## config.mk

```make
export PLATFORM = sky130hd
export DESIGN_NAME = pwm_period_search_and_button_duty_step_unit
export DESIGN_NICKNAME = d
export VERILOG_FILES = /design/src/rtl/core/pwmps_pkg.sv /design/src/rtl/core/pwmps_div.sv /design/src/rtl/core/pwmps_dp.sv /design/src/rtl/core/pwmps_ctrl.sv /design/src/rtl/core/pwm_period_search_and_button_duty_step_unit.sv
export SDC_FILE = /design/constraint.sdc
export NUM_CORES = 1
export LEC_CHECK = 0
export BUFFER_PORTS_ARGS = -buffer_cell sky130_fd_sc_hd__buf_2
export CAP_MARGIN = 10
export CORE_AREA = 2 2 233 235
export DETAILED_ROUTE_END_ITERATION = 6
export DIE_AREA = 0 0 235 237
export PLACE_DENSITY = 0.37
export SYNTH_ARGS = -nofsm -noshare
export SYNTH_HDL_FRONTEND = slang
export SYNTH_SLANG_ARGS = --single-unit
export TNS_END_PERCENT = 100
```

## constraint.sdc

```tcl
create_clock -name clk -period 6 [get_ports clk]
set_input_delay 0.3 -clock clk [delete_from_list [all_inputs] [get_ports clk]]
set_output_delay 0.3 -clock clk [all_outputs]
set_load 0.02 [all_outputs]
```

## src/rtl/core/pwmps_pkg.sv

```systemverilog
`timescale 1ns / 1ps
// ----------------------------------------------------------------------------
// pwmps_pkg
// Shared constants, codes and controller/datapath interface types.
// ----------------------------------------------------------------------------
package pwmps_pkg;

  localparam int CLOCK_HZ_DEF  = 16000000;
  localparam int MAX_COUNT_DEF = 65535;

  localparam int DSR_W = 17;
  localparam int OUT_W = 56;

  localparam logic [15:0] DIV_LIMIT  = 16'hFFFF;
  localparam logic [7:0]  CODE_UP    = 8'h83;
  localparam logic [7:0]  CODE_DOWN  = 8'h43;
  localparam logic [15:0] FREQ_RESET = 16'd20;
  localparam logic [7:0]  STEP_RESET = 8'd20;

  localparam logic REQ_START  = 1'b0;
  localparam logic REQ_BUTTON = 1'b1;

  localparam logic REG_FREQUENCY    = 1'b0;
  localparam logic REG_STEP_DIVISOR = 1'b1;

  typedef enum logic [1:0] {
    SEL_FREQ = 2'd0,
    SEL_TRY  = 2'd1,
    SEL_STEP = 2'd2
  } div_sel_t;

  typedef struct packed {
    logic     div_start;
    div_sel_t div_sel;
    logic     cap_n;
    logic     init_d;
    logic     inc_d;
    logic     commit;
    logic     set_fail;
    logic     btn_latch;
    logic     btn_clear;
    logic     btn_apply;
    logic     out_load;
  } cmd_t;

  typedef struct packed {
    logic div_done;
    logic freq_zero;
    logic quot_big;
    logic rem_zero;
    logic d_last;
    logic btn_press;
    logic held_empty;
    logic need_step;
    logic out_free;
  } sts_t;

endpackage

```

## src/rtl/core/pwmps_div.sv

```systemverilog
`timescale 1ns / 1ps
// ----------------------------------------------------------------------------
// pwmps_div
// Restoring divider that produces one quotient bit per cycle.
// ----------------------------------------------------------------------------
module pwmps_div #(
  parameter int NW = 24,
  parameter int DW = 17
) (
  input  logic          clk,
  input  logic          rst,
  input  logic          start,
  input  logic [NW-1:0] dividend,
  input  logic [DW-1:0] divisor,
  output logic          done,
  output logic [NW-1:0] quotient,
  output logic [DW-1:0] remainder
);

  localparam int CW = $clog2(NW + 1);

  logic          busy;
  logic [CW-1:0] cnt;
  logic [DW-1:0] dsr;
  logic [DW:0]   shifted;
  logic [DW+1:0] diff;

  assign shifted = {remainder, quotient[NW-1]};
  assign diff    = {1'b0, shifted} - {2'b00, dsr};

  always_ff @(posedge clk) begin
    if (rst) begin
      busy <= 1'b0;
      done <= 1'b0;
      cnt  <= '0;
    end else begin
      done <= 1'b0;
      if (start) begin
        busy      <= 1'b1;
        cnt       <= CW'(NW);
        quotient  <= dividend;
        remainder <= '0;
        dsr       <= divisor;
      end else if (busy) begin
        if (!diff[DW+1]) begin
          remainder <= diff[DW-1:0];
          quotient  <= {quotient[NW-2:0], 1'b1};
        end else begin
          remainder <= shifted[DW-1:0];
          quotient  <= {quotient[NW-2:0], 1'b0};
        end
        cnt <= cnt - 1'b1;
        if (cnt == CW'(1)) begin
          busy <= 1'b0;
          done <= 1'b1;
        end
      end
    end
  end

  a_done_idle: assert property (@(posedge clk) disable iff (rst) done |-> !busy)
    else $error("Divider reports done while still busy.");
  a_start_gap: assert property (@(posedge clk) disable iff (rst) start |=> !done)
    else $error("Divider finished in the cycle after start.");

endmodule

```

## src/rtl/core/pwmps_dp.sv

```systemverilog
`timescale 1ns / 1ps
// ----------------------------------------------------------------------------
// pwmps_dp
// Timer settings, button latch, shared divider and result register.
// ----------------------------------------------------------------------------
module pwmps_dp #(
  parameter int CLOCK_HZ  = pwmps_pkg::CLOCK_HZ_DEF,
  parameter int MAX_COUNT = pwmps_pkg::MAX_COUNT_DEF
) (
  input  logic                        clk,
  input  logic                        rst,
  input  pwmps_pkg::cmd_t             cmd,
  output pwmps_pkg::sts_t             sts,
  input  logic [7:0]                  port_value,
  input  logic                        cfg_we,
  input  logic                        cfg_index,
  input  logic [15:0]                 cfg_data,
  input  logic                        m_ready,
  output logic                        m_valid,
  output logic [pwmps_pkg::OUT_W-1:0] m_data
);
  import pwmps_pkg::*;

  localparam int CLK_W = $clog2(CLOCK_HZ + 1);
  localparam int NW    = (CLK_W > DSR_W) ? CLK_W : DSR_W;

  logic [15:0]    frequency;
  logic [7:0]     step_divisor;
  logic [7:0]     held;
  logic [15:0]    period;
  logic [15:0]    duty;
  logic [15:0]    prescale;
  logic           fail;
  logic [NW-1:0]  n;
  logic [15:0]    d;

  logic [NW-1:0]    dividend;
  logic [DSR_W-1:0] divisor;
  logic             div_done;
  logic [NW-1:0]    quotient;
  logic [DSR_W-1:0] remainder;

  logic [15:0] step;
  logic [16:0] up_sum;
  logic [15:0] up_val;
  logic [15:0] dn_raw;
  logic [15:0] dn_val;
  logic [15:0] duty_next;

  always_comb begin
    unique case (cmd.div_sel)
      SEL_FREQ: begin
        dividend = NW'(CLOCK_HZ);
        divisor  = {1'b0, frequency};
      end
      SEL_TRY: begin
        dividend = n;
        divisor  = {1'b0, d};
      end
      SEL_STEP: begin
        dividend = NW'(period);
        divisor  = DSR_W'(step_divisor);
      end
      default: begin
        dividend = n;
        divisor  = {1'b0, d};
      end
    endcase
  end

  pwmps_div #(.NW(NW), .DW(DSR_W)) u_div (
    .clk      (clk),
    .rst      (rst),
    .start    (cmd.div_start),
    .dividend (dividend),
    .divisor  (divisor),
    .done     (div_done),
    .quotient (quotient),
    .remainder(remainder)
  );

  assign step   = quotient[15:0];
  assign up_sum = {1'b0, duty} + {1'b0, step};
  assign up_val = (up_sum > {1'b0, period}) ? period : up_sum[15:0];
  assign dn_raw = (step > duty) ? 16'd0 : duty - step;
  assign dn_val = (dn_raw > period) ? period : dn_raw;

  always_comb begin
    if (held == CODE_UP) begin
      duty_next = up_val;
    end else if (held == CODE_DOWN) begin
      duty_next = dn_val;
    end else begin
      duty_next = duty;
    end
  end

  always_ff @(posedge clk) begin
    if (rst) begin
      frequency    <= FREQ_RESET;
      step_divisor <= STEP_RESET;
      held         <= '0;
      period       <= '0;
      duty         <= '0;
      prescale     <= '0;
      fail         <= 1'b0;
      n            <= '0;
      d            <= '0;
      m_valid      <= 1'b0;
    end else begin
      if (cfg_we) begin
        unique case (cfg_index)
          REG_FREQUENCY:    frequency    <= cfg_data;
          REG_STEP_DIVISOR: step_divisor <= cfg_data[7:0];
          default:          frequency    <= frequency;
        endcase
      end
      if (cmd.cap_n) begin
        n <= quotient;
      end
      if (cmd.init_d) begin
        d <= 16'd1;
      end
      if (cmd.inc_d) begin
        d <= d + 16'd1;
      end
      if (cmd.commit) begin
        prescale <= d;
        period   <= quotient[15:0];
        duty     <= {1'b0, quotient[15:1]};
        fail     <= 1'b0;
      end
      if (cmd.set_fail) begin
        fail <= 1'b1;
      end
      if (cmd.btn_latch) begin
        held <= port_value;
      end
      if (cmd.btn_clear) begin
        held <= '0;
      end
      if (cmd.btn_apply) begin
        duty <= duty_next;
        held <= '0;
      end
      if (cmd.out_load) begin
        m_valid <= 1'b1;
      end else if (m_ready) begin
        m_valid <= 1'b0;
      end
    end
  end

  always_ff @(posedge clk) begin
    if (cmd.out_load) begin
      m_data <= {7'd0, fail, duty, period, prescale};
    end
  end

  always_comb begin
    sts.div_done   = div_done;
    sts.freq_zero  = (frequency == 16'd0);
    sts.quot_big   = (quotient > NW'(MAX_COUNT));
    sts.rem_zero   = (remainder == '0);
    sts.d_last     = (d == DIV_LIMIT);
    sts.btn_press  = !port_value[7] || !port_value[6];
    sts.held_empty = (held == 8'd0);
    sts.need_step  = ((held == CODE_UP) || (held == CODE_DOWN)) && (step_divisor != 8'd0);
    sts.out_free   = !m_valid || m_ready;
  end

  a_duty_range: assert property (@(posedge clk) disable iff (rst) duty <= period)
    else $error("Duty exceeds period.");

endmodule

```

## src/rtl/core/pwmps_ctrl.sv

```systemverilog
`timescale 1ns / 1ps
// ----------------------------------------------------------------------------
// pwmps_ctrl
// Sequencer for the prescaler search and the button duty step.
// ----------------------------------------------------------------------------
module pwmps_ctrl (
  input  logic            clk,
  input  logic            rst,
  input  logic            in_valid,
  output logic            in_ready,
  input  logic            req_type,
  input  pwmps_pkg::sts_t sts,
  output pwmps_pkg::cmd_t cmd
);
  import pwmps_pkg::*;

  typedef enum logic [7:0] {
    S_IDLE   = 8'b00000001,
    S_N_GO   = 8'b00000010,
    S_N_WAIT = 8'b00000100,
    S_T_GO   = 8'b00001000,
    S_T_WAIT = 8'b00010000,
    S_S_GO   = 8'b00100000,
    S_S_WAIT = 8'b01000000,
    S_OUT    = 8'b10000000
  } state_t;

  state_t state;
  state_t state_next;

  assign in_ready = (state == S_IDLE);

  always_comb begin
    state_next = state;
    cmd        = '0;
    cmd.div_sel = SEL_FREQ;
    unique case (state)
      S_IDLE: begin
        if (in_valid) begin
          if (req_type == REQ_START) begin
            if (sts.freq_zero) begin
              cmd.set_fail = 1'b1;
              state_next   = S_OUT;
            end else begin
              state_next = S_N_GO;
            end
          end else if (sts.btn_press) begin
            cmd.btn_latch = 1'b1;
            state_next    = S_OUT;
          end else if (sts.held_empty) begin
            state_next = S_OUT;
          end else if (sts.need_step) begin
            state_next = S_S_GO;
          end else begin
            cmd.btn_clear = 1'b1;
            state_next    = S_OUT;
          end
        end
      end
      S_N_GO: begin
        cmd.div_start = 1'b1;
        cmd.div_sel   = SEL_FREQ;
        state_next    = S_N_WAIT;
      end
      S_N_WAIT: begin
        if (sts.div_done) begin
          cmd.cap_n  = 1'b1;
          cmd.init_d = 1'b1;
          state_next = S_T_GO;
        end
      end
      S_T_GO: begin
        cmd.div_start = 1'b1;
        cmd.div_sel   = SEL_TRY;
        state_next    = S_T_WAIT;
      end
      S_T_WAIT: begin
        if (sts.div_done) begin
          if (sts.rem_zero && !sts.quot_big) begin
            cmd.commit = 1'b1;
            state_next = S_OUT;
          end else if (sts.d_last) begin
            cmd.set_fail = 1'b1;
            state_next   = S_OUT;
          end else begin
            cmd.inc_d  = 1'b1;
            state_next = S_T_GO;
          end
        end
      end
      S_S_GO: begin
        cmd.div_start = 1'b1;
        cmd.div_sel   = SEL_STEP;
        state_next    = S_S_WAIT;
      end
      S_S_WAIT: begin
        if (sts.div_done) begin
          cmd.btn_apply = 1'b1;
          state_next    = S_OUT;
        end
      end
      S_OUT: begin
        if (sts.out_free) begin
          cmd.out_load = 1'b1;
          state_next   = S_IDLE;
        end
      end
      default: state_next = S_IDLE;
    endcase
  end

  always_ff @(posedge clk) begin
    if (rst) begin
      state <= S_IDLE;
    end else begin
      state <= state_next;
    end
  end

  a_done_in_wait: assert property (@(posedge clk) disable iff (rst)
    sts.div_done |-> (state == S_N_WAIT || state == S_T_WAIT || state == S_S_WAIT))
    else $error("Divider finished outside a wait state.");
  a_accept_busy: assert property (@(posedge clk) disable iff (rst)
    (in_valid && in_ready) |=> !in_ready)
    else $error("Input accepted twice without producing a result.");

endmodule

```

## src/rtl/core/pwm_period_search_and_button_duty_step_unit.sv

```systemverilog
`timescale 1ns / 1ps
// ----------------------------------------------------------------------------
// pwm_period_search_and_button_duty_step_unit
// PWM prescaler/period search with a two-button duty step.
// ----------------------------------------------------------------------------
// Channel  Direction  Handshake            Content
// s_axis   in         s_tvalid / s_tready  start or button port sample
// m_axis   out        m_tvalid / m_tready  prescaler, period, duty, fail flag
// cfg      in         cfg_valid/cfg_ready  frequency and step divisor writes
//
// One item is in flight at a time. Each divide runs on the shared divider, whose
// dividend width is NW = max(17, clog2(CLOCK_HZ + 1)).
// A button sample needs a divide only when a duty step is applied.
// A start divides CLOCK_HZ by the frequency, then tries prescalers T from 1
// upward, at most 65535; a start with zero frequency goes straight to a failed result.
// Reset puts frequency and step divisor at 20 and clears all timer state.
// A waiting result stalls only the end of the next item, not its acceptance.
// ----------------------------------------------------------------------------
module pwm_period_search_and_button_duty_step_unit #(
  parameter int CLOCK_HZ  = pwmps_pkg::CLOCK_HZ_DEF,
  parameter int MAX_COUNT = pwmps_pkg::MAX_COUNT_DEF
) (
  input  logic                        clk,
  input  logic                        rst,
  input  logic                        s_tvalid,
  output logic                        s_tready,
  input  logic [7:0]                  s_tdata,   // port_value[7:0]
  input  logic [0:0]                  s_tuser,   // req_type[0]
  output logic                        m_tvalid,
  input  logic                        m_tready,
  // prescaler[15:0], period[31:16], duty[47:32], setup_failed[48], zeros
  output logic [pwmps_pkg::OUT_W-1:0] m_tdata,
  input  logic                        cfg_valid,
  output logic                        cfg_ready,
  input  logic                        cfg_index,
  input  logic [15:0]                 cfg_data
);
  import pwmps_pkg::*;

  cmd_t cmd;
  sts_t sts;

  assign cfg_ready = 1'b1;

  pwmps_ctrl u_ctrl (
    .clk     (clk),
    .rst     (rst),
    .in_valid(s_tvalid),
    .in_ready(s_tready),
    .req_type(s_tuser[0]),
    .sts     (sts),
    .cmd     (cmd)
  );

  pwmps_dp #(.CLOCK_HZ(CLOCK_HZ), .MAX_COUNT(MAX_COUNT)) u_dp (
    .clk       (clk),
    .rst       (rst),
    .cmd       (cmd),
    .sts       (sts),
    .port_value(s_tdata),
    .cfg_we    (cfg_valid && cfg_ready),
    .cfg_index (cfg_index),
    .cfg_data  (cfg_data),
    .m_ready   (m_tready),
    .m_valid   (m_tvalid),
    .m_data    (m_tdata)
  );

endmodule
```

**Yosys cells after proc, flatten, opt, wreduce, memory -nomap -nowiden**

Index checks and enable logic that the tools add are counted.

- Register bits: 244
- Bits in latches: 0
- Memory bits (writable): 0
- Memory bits (read-only): 0
- Output and inout bits: 59
- Logic and storage cells: 141
- Memories: 0

- Add/subtract/negate cells: 5
- Multiply operators: 0
- Divide/modulo/power cells: 0
- $lt $le $gt $ge: 4
- Equal/unequal tests: 19
- Shifts and indexed selects: 0
- Multiplexer cells: 63
- Bitwise operators: 3
- Reduce and logical (&&, ||, !) cells: 28

Operators by type and width:

| kind | number |
|---|---|
| 16-bit two-way mux | 9 |
| 8-bit two-way mux | 12 |
| 8-bit one-hot mux with 8 select lines | 1 |
| 24-bit two-way mux | 2 |
| 24-bit one-hot mux with 2 select lines | 1 |
| 17-bit two-way mux | 2 |
| 16-bit greater-than comparator | 2 |
| 16-bit one-hot mux with 2 select lines | 1 |
| 24-bit by 16-bit greater-than comparator with 1-bit output, second input constant | 1 |
| 1-bit two-way mux | 24 |
| 18-bit by 17-bit subtractor with 19-bit output | 1 |
| 16-bit by 16-bit adder with 17-bit output | 1 |
| 17-bit by 16-bit greater-than comparator with 1-bit output | 1 |
| 17-bit logical NOT | 1 |
| 16-bit by 1-bit adder with 16-bit output, second input constant | 1 |
| 16-bit equality test, second input constant | 1 |
| 8-bit by 7-bit equality test with 1-bit output, second input constant | 2 |
| 8-bit equality test, second input constant | 2 |
| 16-bit logical NOT | 1 |
| 16-bit subtractor | 1 |
| 2-bit two-way mux | 5 |
| 5-bit two-way mux | 2 |
| 2-bit AND reduction | 5 |
| 2-bit nonzero test | 5 |
| other kinds (25) | 38 |

**Logic depth before layout (Yosys ltp)**

Gate-level depths: netlist (run 1).

- Word-level depth: 10
- Gate-level depth with buffers: 23
- Depth with buffers taken out: 20

**Cells and area by module**

A second synthesis (run 1) with hierarchy kept.

- Cells, all modules: 1551
- Area total of the unflattened synthesis: 14222.4 sq um

Modules (own cells, without submodules):

| module | instances | cells an instance | area each (sq um) | seq. area each (sq um) |
|---|---|---|---|---|
| pwmps_dp | 1 | 1147 | 9927.0 | 3913.8 |
| pwmps_div | 1 | 314 | 3567.2 | 1881.8 |
| pwmps_ctrl | 1 | 88 | 716.9 | 160.2 |
| pwm_period_search_and_button_duty_step_unit | 1 | 2 | 11.3 | 0.0 |

**Worst setup path before layout (run 1)**

OpenSTA, ideal clock, no wires.

- Kind: reg2reg
- From: reg u_dp.u_div.quotient[1]
- To: reg u_dp.duty[7]
- Library setup time: 0.132 ns
- Data arrival time: 4.443 ns
- Path slack: 1.425 ns
- Cell stages (with the launch flop): 23
- Clock period less this slack: 4.575 ns
- Path through: edfxtp_1 -> inv_1 -> ha_1 -> nor2b_1 -> o31a_1 -> o41ai_2 -> a211oi_1 -> o41ai_1 -> o21ba_2 -> xnor2_1 -> nor2_1 -> ha_1 -> nand4_1 -> a211o_1 -> a41o_1 -> a221oi_2 -> or2_1 -> buf_6 -> nand2_2 -> buf_6 -> o221a_1 -> a221oi_2 -> nor3_1

- Cells in the longest elaborated chain, start to end: 8
- Elaborated cells on any way between the ends: 19
- Classes of those cells: add/sub (2); order compare (4); mux (9); reduce/logical (4)

Ends and longest elaborated chain:

| element | RTL line | RTL |
|---|---|---|
| from (decl) | pwmps_div.sv:16 | `output logic [NW-1:0] quotient,` |
| from (signal assigned) | pwmps_div.sv:41 | `quotient <= dividend;` |
| from (signal assigned) | pwmps_div.sv:47 | `quotient <= {quotient[NW-2:0], 1'b1};` |
| from (signal assigned) | pwmps_div.sv:50 | `quotient <= {quotient[NW-2:0], 1'b0};` |
| branches (longest 8 deep; another with 16-bit subtractor) | - |  |
| to (signal assigned) | pwmps_dp.sv:130 | `duty <= {1'b0, quotient[15:1]};` |
| to (signal assigned) | pwmps_dp.sv:143 | `duty <= duty_next;` |
| to (decl) | pwmps_dp.sv:31 | `logic [15:0] duty;` |

Several ways; the timed one is not identified. The select of a mux whose other input is x is not followed.
A chain may end at the register's enable or synchronous reset.

**Final worst setup path (run 1)**

- From: reg u_dp.u_div.quotient[1]
- To: reg u_dp.duty[4]

Same word-level chain as after synthesis.

==> results of run 1 <==
cells by family after synthesis:
kind of cell	count (synthesis)
fa+ha+maj	86
simple gates	521
mux	55
other cells	2
compound gates	323
xor+xnor	36
buf+inv	159
flops	243
worst max-delay path by stage:
stage	cells after the start	slack (ns)	to
final	19	0.34	u_dp.duty[4]
after global routing	19	0.01	u_dp.duty[6]
after CTS	20	0.22	u_dp.duty[4]
after detailed placement	20	0.23	u_dp.duty[4]
after global placement	19	0.47	u_dp.duty[6]
after floorplan	22	1.42	u_dp.duty[7]
layout make-up:
type,count,area share
Clock buffer,45,0.05553
Multi-Input combinational cell,1029,0.4260
Inverter,83,0.01990
Sequential cell,243,0.3784
Timing Repair Buffer,130,0.05338
Tap cell,696,0.05561
Clock inverter,13,0.01119
power groups by stage:
stage | sequential, W | clock (W) | combinational (W)
after floorplan | 0.00181 | 0 | 0.000124
after global placement | 0.00181 | 0 | 0.000187
after detailed placement | 0.00181 | 0 | 0.000186
after CTS | 0.00177 | 0.00199 | 0.000199
after global routing | 0.00177 | 0.00205 | 0.000220
final | 0.00177 | 0.00193 | 0.000196
worst register-to-register path, stage by stage, from the launching register on:
cell	delay [ns]
edfxtp_1	0.58
inv_1	0.09
ha_1	0.31
nor2b_1	0.06
o311ai_0	0.51
a311oi_1	0.29
o41ai_1	0.45
o21a_1	0.22
mux2i_1	0.20
o311ai_0	0.28
ha_1	0.40
nand2_1	0.07
nor4_1	0.38
o31ai_1	0.15
a31oi_1	0.34
a2111o_1	0.29
nand2_2	0.24
o221a_2	0.31
a221oi_1	0.27
nor3_1	0.07
per-layer routing:
metal	up-vias	global-route usage
met5	-	0
met1	5148	0.2003
met4	4	0.03951
met3	64	0.02157
met2	208	0.2497
li1	5292	-
metrics by stage:
| stage | hold slack, ns | power [W] | instances | cell area [um2] | setup slack, ns |
|---|---|---|---|---|---|
| 4_1_cts | 0.02816 | 0.003964 | 2239 | 15650 | 0.2224 |
| 6_report | 0.05951 | 0.003896 | 2239 | 15660 | 0.3395 |
| 5_1_grt | 0.07755 | 0.004045 | 2239 | 15660 | 0.01093 |
| 2_1_floorplan | 0.4076 | 0.001929 | 1431 | 13210 | 1.425 |
| 3_5_place_dp | 0.4152 | 0.001992 | 2157 | 14360 | 0.2284 |
| 3_3_place_gp | 0.4144 | 0.001992 | 2157 | 14360 | 0.4676 |
sequential cells by signal, summed over array words and instances, names as in the netlist, 17 cells and up:
| name | count |
|---|---|
| u_dp.m_data | 49 |
| u_dp.n | 24 |
| u_dp.u_div.quotient | 24 |
| u_dp.u_div.remainder | 17 |
cells in the mapped netlist, drive strengths merged (4+ instances only):
cell type  instances  area share
nand2            178       0.051
o21bai             7      0.0040
mux2i             52       0.039
nand2b            13      0.0062
a222oi            13      0.0099
clkbuf            48       0.014
or3                8      0.0038
nand3b            13      0.0074
buf               28       0.013
a22oi             12      0.0068
nor4              18      0.0090
xor2              10      0.0066
o22ai              8      0.0043
o41ai              4      0.0032
edfxtp           106        0.24
a221oi             8      0.0067
nor2b             19      0.0090
or2                8      0.0038
o21ai             52       0.020
a31oi              8      0.0038
nor3b              5      0.0032
o211ai             6      0.0034
xnor2             26       0.017
ha                83       0.079
nor3              33       0.013
inv               83       0.024
and2               7      0.0033
nor2             165       0.048
and3              13      0.0062
o21a              14      0.0080
a21o              11      0.0063
o221ai             9      0.0060
dfxtp            137        0.21
a22o              10      0.0066
nand4b             4      0.0027
nand4             11      0.0052
nand3             18      0.0072
o31ai              4      0.0023
a21oi            105       0.040
a211oi            17      0.0097
o221a              5      0.0043
placed cells by master (no fill, tap or decap), types with 6 or more instances in the layout:
cell	n
a211oi_1	17
a21o_1	11
a21oi_1	104
a222oi_1	13
a22o_1	10
a22oi_1	12
a31oi_1	8
and2_1	7
and3_1	13
buf_2	80
buf_4	26
clkbuf_1	11
clkbuf_16	32
conb_1	8
dfxtp_1	137
dlygate4sd3_1	24
edfxtp_1	106
ha_1	83
inv_1	83
mux2i_1	52
nand2_1	176
nand2b_1	13
nand3_1	17
nand3b_1	13
nand4_1	11
nor2_1	161
nor2b_1	18
nor3_1	32
nor4_1	17
o211ai_1	6
o21a_1	14
o21ai_0	51
o21bai_1	7
o221ai_1	9
o22ai_1	7
or2_2	6
or3_1	8
xnor2_1	26
xor2_1	10
repair_timing:
action                     CTS  global route
setup endpoints to repair    0            10
hold buffers                24             0
gates resized for setup      0             3
hold endpoints to repair    32             0
==> results by stage, run 1 <==
Synth:
- The share of synthesized cell area in and, or, nand and nor gates is 0.1831.
- Of all flip-flops after synthesis, the portion carrying an async set or reset was 0.
- The area share of xor/xnor cells in the synthesized design is 0.02392.
- The synthesized netlist occupies a cell area of 13,180 um2.
- For this run, the register share of the synthesized area comes to 0.4495.
- After synthesis, the largest family of logic cells by area is simple AND/OR/NAND/NOR gates.
- After synthesis the netlist holds a flip-flop and latch count of 243.
- The synthesized-area fraction occupied by ao, oa, aoi and oai cells is 0.1671.
- The per-instance average area after synthesis is between 9 and 10 um2.
- Of the total synthesized cell area, the portion taken by full adders, half adders and majority gates is 0.08333.
- The number of enable-type register cells in the synthesized netlist is around 110.
- The number of instances in the synthesized netlist is between 1,000 and 1,500.
- Measured against the total synthesized area, the mux share comes to 0.04204.
- The number of warning messages in the yosys log is 0.
- Counting distinct cell types in the post-synthesis netlist gives between 80 and 90.
- The leading register cell type out of synthesis is dfxtp_1.

Worst setup path:
- The data required time of the worst path is around 6.4 ns.
- The reg2reg setup slack is 0.34 ns.
- The count of buffering cells on the critical path with inverters included is 1.
- The highest fanout seen on the critical path is 12.
- The largest incremental delay on the critical path is 0.58 ns.
- The critical path is of the flip-flop to flip-flop type.
- The launching point of the worst reg2reg path is u_dp.u_div.quotient[1].
- The library cell contributing the largest single delay on the critical path is edfxtp_1.
- The worst setup path is captured at a flip-flop.
- On the critical path the largest part of the delay comes from compound AO/OA/AOI/OAI gates.
- Data arrives at the worst endpoint at 6.09 ns.
- The launching instance or port of the critical path is u_dp.u_div.quotient[1].
- The capturing point of the worst reg2reg path is u_dp.duty[4].
- Walking the worst path, the cells encountered are inv_1 > ha_1 > nor2b_1 > o311ai_0 > a311oi_1 > o41ai_1 > o21a_1 > mux2i_1 > o311ai_0 > ha_1 > nand2_1 > nor4_1 > o31ai_1 > a31oi_1 > a2111o_1 > nand2_2 > o221a_2 > a221oi_1 > nor3_1.
- The number of cells on the worst reg-to-reg path is 19.
- The type of element launching the critical path is a flip-flop.

Worst hold path:
- The type of the worst min-delay path is primary input to flip-flop.
- Along the worst hold path, the cell count comes to 3.
- The launch instance of the worst min-delay path is s_tvalid.
- The path with the worst hold slack has its endpoint at u_ctrl.state[1].

Final layout:
- The footprint of the flip-flops and latches is 5926 um2.
- In the final layout, the share of cells above drive strength 1 is 0.1212.
- The final layout contains roughly 1,600 nets.
- The multi-input combinational cells in the finished layout cover a total of 6670 um2.
- The number of antenna diodes in the final layout is 0.
- The layout has between 5,000 and 6,000 filler cells.
- Once layout is complete, the utilization of the core stands at 0.2939.
- The synthesis-to-layout area growth is 18.77%.

STA:
- The post-route fraction of the period consumed by the critical path is 0.9434.
- The time the final worst path needs with I/O delays and setup is roughly 5.7 ns.
- The total count of hold-check failures in the final report came to 0.
- The timing-limited maximum frequency is 176.7 MHz.
- Setup repair after global routing left no endpoint under its margin.
- The number of pins with negative max-slew slack in the final report was 0.
- The actual transition at the worst max-transition pin is around 1.1 ns.
- The largest clock skew in the final design is approximately 0.016 ns.
- The final setup TNS is 0 ns.
- The relative slew slack is 0.2490.
- The number of setup violations in the final report is 0.

Power and ir drop:
- IR analysis of the VDD net gives a maximum drop of 201.8 uV.
- Dividing total power by cell area gives a power density of around 250 nW/um2.
- The analysis attributes to cell leakage a power of around 6 nW.
- The clock share of power is 0.496.
- The part of the total power dissipated in sequential elements is 0.454.
- The switching portion of total power is 0.2307.
- The relative contribution of combinational cells to total power is 0.050.
- The switching power is roughly 0.00090 W.
- The internal power of the cells is 0.002997 W.

Route:
- Using the TritonRoute via totals, the vias-per-cell ratio works out to about 4.8.
- The count of unresolved DRC violations after routing is 0.
- Wire segments on met3 add up to 1531 um in the final route.
- The routed design has between 40,000 and 50,000 um of wire.
- The count of vias placed by the detailed router is ~11,000.
- The number of DRC markers in iteration 0 is roughly 730.
- The sum of met2 wire segment lengths after detailed routing is 19,760 um.
- The first-pass iteration count of the detailed router is 5.
- The highest metal layer used by the detailed router is met5.
- The number of nets still failing antenna checks after routing is 0.
- After detailed routing, the wire length on met1 is between 15,000 and 20,000 um.
- After detailed routing, the average wire length per cell comes to ~19 um.

Clock tree:
- The root buffer selected by CTS is clkbuf_16.
- The maximum root-to-sink buffer count is 3.
- Clock-pin slew was measured on the worst setup and hold paths at roughly 0.060 ns.
- The CTS H-tree depth is 1.
- The post-CTS setup buffer count is 0.
- For the worst-skew pair, the clock arrives at the later sink with an insertion delay of around 0.58 ns.
- Counting the buffers created by CTS gives 31.
- The count of clock tree sinks is 243.
- TritonCTS built the clock tree.

Place:
- Buffers placed on the I/O ports in this run total between 80 and 90.
- Detailed placement finished with a half-perimeter wire length of a little over 30,000 um.
- The last weighted congestion value of the routability-driven placer is approximately 0.84.

GRT:
- The pin count of the biggest net entering global routing is between 80 and 90.
- The total routing usage reported by global routing is 0.1490.
- The number of global-route vias before repair came to 10,780.
- The overflow left after global routing is 0.
- The number of antenna violations at the first check in global routing came to 2.
- The first-pass GRT wire length is 65,370 um.

Outcome:
- The run finished with clean final reports.

Floorplanning:
- The die extent in y is ~240 um.
- 90 I/O pins were placed.
- From left edge to right edge, the die measures between 200 and 250 um.
- The floorplan has 85 rows.
- The starting density of the core is 0.2474.
- The floorplan step defined a core boundary enclosing between 50,000 and 60,000 um2.
- The die covers between 50,000 and 60,000 um2.

Job:
- The max-capacitance violation count is 0.
Note: power is estimated with default switching activity, not from simulation.
==> inputs of run 2 (changes only) <==
Settings changed: CORE_AREA 2 2 233 235 to 2 2 242 244, DIE_AREA 0 0 235 237 to 0 0 244 246, PLACE_DENSITY 0.37 to 0.36, SYNTH_HIERARCHICAL set to 1.
==> run 2 against run 1 <==
  * Sequential share of layout area down 2.0 points
  * Power is 7.2% higher
  * Synthesized cell count up 8.8%
  * Sequential power rose by 2%
  * Largest power group unchanged
  * Combinational power grew 74%
  * Cell count up 7.7%
  * Critical path type unchanged
  * Die area up 7.8%
  * Worst setup slack gained 0.32 ns
  * Cell area grew 6.0%
  * Global-route usage increased by 0.30 points
==> results by stage, run 2 <==
Floorplanning:
- The count of pins on the block boundary is 90.
- The core footprint is between 50,000 and 60,000 um2.
- The die covers around 60,000 um2.
- The floorplan step set the die height to between 200 and 250 um.
- The starting density of the core is 0.2479.
- The die span in x is 244 um.
- The initialized floorplan defines between 80 and 90 standard-cell rows.

Place:
- The pre-CTS setup slack is a little under 0.7 ns.
- At the end of routability-driven placement, the weighted congestion stood at 0.8469.
- The number of I/O port buffers is 81.
- The HPWL after detailed placement is between 30,000 and 40,000 um.
- After detailed placement, the design holds a cell count of ~2,300.
- Once placement finished, the instance area stood at approximately 15,000 um2.

Worst setup path:
- The highest fanout seen on the critical path is 5.
- At the worst endpoint, the required time is between 6 and 7 ns.
- The classification of the worst setup path is flip-flop to flip-flop.
- The type of element launching the critical path is a flip-flop.
- The worst setup path is captured at a flip-flop.
- The critical path data arrival time is 5.73 ns.

Final layout:
- The count of antenna diodes in the layout is 0.
- Ranked by flip-flop count, first place goes to u_dp/m_data.
- The synthesis-to-layout area growth is 16.73%.
- Of the cells placed in the final design, the portion with a size suffix greater than 1 is 0.1306.
- The layout net count is 1,740.
- In the layout the commonest cells are nand2_1, nor2_1, dfxtp_1.
- Leaving out fill and tap cells, the most frequent cell in the layout is nand2_1.
- The post-route non-filler standard cell count is 2,411.
- The number of flip-flops under the largest register name is a little under 50.
- The area of all placed cells without fillers is roughly 17,000 um2.
- In the final layout, the registers with the most flip-flops are u_dp/m_data: 49 flops, u_dp/n: 24 flops, u_dp/u_div/quotient: 24 flops.

Clock tree:
- The number of gates resized after CTS was 0.
- The post-CTS clock slew at the launch and capture registers of the worst setup and hold paths is approximately 0.060 ns.
- The hold-fix buffer count after cts is 19.
- TritonCTS built the clock tree.
- The root buffer selected by CTS is clkbuf_16.
- Once the clock tree was built, the setup fixing pass inserted 0 buffers.
- The clock tree synthesis step divided the H-tree into 2 levels.
- The count of clock tree sinks is approximately 240.
- Counting along the longest clock path gives a buffer depth of 3.
- The clock reaches the later pin of the worst-skew pair after about 0.55 ns.
- Clock tree synthesis inserted a total of 34 buffers.

GRT:
- The first global-routing pass estimated a little over 70,000 um of wire.
- The number of antenna violations at the first check in global routing is 0.
- Entering global routing, the biggest net connects 70 pins.
- The number of global-route vias before repair is around 12,000.
- In the global route stage, overall resource usage came out at 0.1520.
- The total overflow left after global routing is 0.

Synth:
- In this run, synthesis produced a sequential element count of between 200 and 250.
- In the synthesized netlist the dominant register cell turns out to be dfxtp_1.
- The synthesized netlist occupies a cell area of about 14,000 um2.
- By area the synthesized netlist is led by edfxtp_1, dfxtp_1, ha_1, mux2i_1, nand2_1.
- The number of distinct standard cells referenced by the synthesized netlist is about 110.
- Of all flip-flops after synthesis, the portion carrying an async set or reset was 0.
- The cell accounting for the most synthesized area is edfxtp_1.
- The number of enable-type register cells in the synthesized netlist is 107.
- The number of instances in the synthesized netlist is 1,551.
- The share of the synthesized area in the top cell type is 0.2259.
- The most common cell in the synthesized netlist is nand2_1.
- The number of warning messages in the yosys log is 6.
- Ranked by instance count, the synthesized netlist is headed by nand2_1, nor2_1, dfxtp_1.
- The register area share after synthesis is 0.4188.
- The per-instance average area after synthesis is just over 9 um2.

STA:
- The total count of hold-check failures in the final report was 0.
- The number of setup violations in the final report is 0.
- The minimum setup slack in the final design is approximately 0.66 ns.
- For this run, the top clock speed supported by timing is ~190 MHz.
- The post-route fraction of the period consumed by the critical path is 0.8899.
- The number of pins with negative max-slew slack in the final report was 0.
- The worst-case hold slack is 0.02844 ns.
- The worst path needs roughly 5.3 ns of the cycle, external delays included.
- In this run the tightest slew margin relative to its limit is 0.3558.
- In the final timing run, aggregate negative setup slack is 0 ns.
- Across the routed clock network, the largest skew measured is approximately 0.017 ns.
- Setup repair after global routing left no endpoint under its margin.
- The actual transition at the worst max-transition pin is around 0.97 ns.

Power and ir drop:
- The internal power of the cells is about 0.0031 W.
- Of the total power, registers draw 0.434.
- Of the total power, the share spent switching nets is 0.2515.
- The share of total power dissipated in combinational logic is 0.082.
- The switching power is roughly 0.0011 W.
- The cell leakage power is between 6 and 7 nW.
- The share of total power dissipated in the clock network is 0.484.
- The cell area power density is 251.6 nW/um2.
- The peak supply drop is between 150 and 200 uV.

Route:
- The final route contains 11,560 vias.
- The total length of routed wires is 45,420 um.
- The count of nets left with antenna violations once routing finished came out at 0.
- The mean routed wirelength per cell is 18.84 um.
- After detailed routing, the number of vias per cell comes to around 4.8.
- The count of unresolved DRC violations after routing is 0.
- After the first detailed-routing iteration, the DRC count stood at 674.
- The first-pass iteration count of the detailed router is 6.

Outcome:
- The flow ran to the end, and the final reports show no timing, DRC or antenna violations.

Job:
- Across the run, the number of max-cap violations was 0.

Worst hold path:
- In this run the worst hold path is classified as primary input to flip-flop.
run 2: worst max-delay path: stages, from the launching register on:
cell	delay, ns
edfxtp_1	0.46
ha_1	0.25
fa_1	0.41
nor2b_1	0.17
o311a_1	0.33
nor3_2	0.33
o41a_1	0.29
o31a_1	0.19
o211ai_1	0.15
ha_1	0.38
nand3_1	0.12
nor2_1	0.21
nand4_1	0.20
o311a_1	0.19
a211oi_2	0.40
a21oi_1	0.10
a2111oi_0	0.79
o32ai_1	0.20
run 2: power by group through the flow:
stage                     Sequential (W)  Clock (W)  Combinational (W)
after floorplan                  0.00186          0           0.000225
after global placement           0.00185          0           0.000337
after detailed placement         0.00185          0           0.000335
after CTS                        0.00181    0.00209           0.000347
after global routing             0.00182    0.00216           0.000378
final                            0.00181    0.00202           0.000341
run 2: stage by stage:
stage,power (W),utilization
global placement,0.002187,0.2670
finish,0.004177,0.2894
floorplan,0.002083,-
detailed placement,0.002185,0.2670
CTS,0.004255,0.2894
global route,0.004361,0.2894
run 2: routing by layer:
metal / wire length, um / up-vias / GRT usage / share of wire
met4: 894 / 0 / 0.04322 / 0.020
li1: - / 5712 / - / -
met2: 20560 / 175 / 0.2452 / 0.45
met1: 22370 / 5625 / 0.2104 / 0.49
met5: 0 / - / 0 / 0
met3: 1591 / 51 / 0.02244 / 0.035
run 2: cell type report:
| type | count | area (um2) |
|---|---|---|
| fillers | 6068 | 40760 |
| multi-input cells | 1137 | 7526 |
| flip-flops and latches | 244 | 5956 |
| clock buffers | 51 | 975.9 |
| well taps | 765 | 957.2 |
| repair buffers | 120 | 748.2 |
| inverters | 85 | 320.3 |
| clock inverters | 9 | 118.9 |
run 2: logic make-up (layout without fill, tap and decap cells):
| logic type | count (synthesis) | in the layout | synth area share |
|---|---|---|---|
| compound gates | 343 | 343 | 0.1597 |
| xor+xnor | 38 | 38 | 0.02340 |
| fa+ha+maj | 87 | 87 | 0.07812 |
| buf+inv | 177 | 265 | 0.05595 |
| flops | 244 | 244 | 0.4188 |
| mux | 102 | 102 | 0.07399 |
| other cells | 2 | 9 | 0.0005280 |
| simple gates | 558 | 558 | 0.1896 |
run 2: path summary, 6_finish.rpt:
| path | endpoint | cells after the start | from | slack [ns] |
|---|---|---|---|---|
| worst max register to register | u_dp/duty[1] | 17 | u_dp/u_div/quotient[0] | 0.66 |
| worst min register to register | u_dp/m_data[5] | 0 | u_dp/prescale[5] | 0.43 |
| worst min-delay path | u_dp/step_divisor[1] | 3 | cfg_data[1] | 0.03 |
| worst max-delay path | u_dp/duty[1] | 17 | u_dp/u_div/quotient[0] | 0.66 |
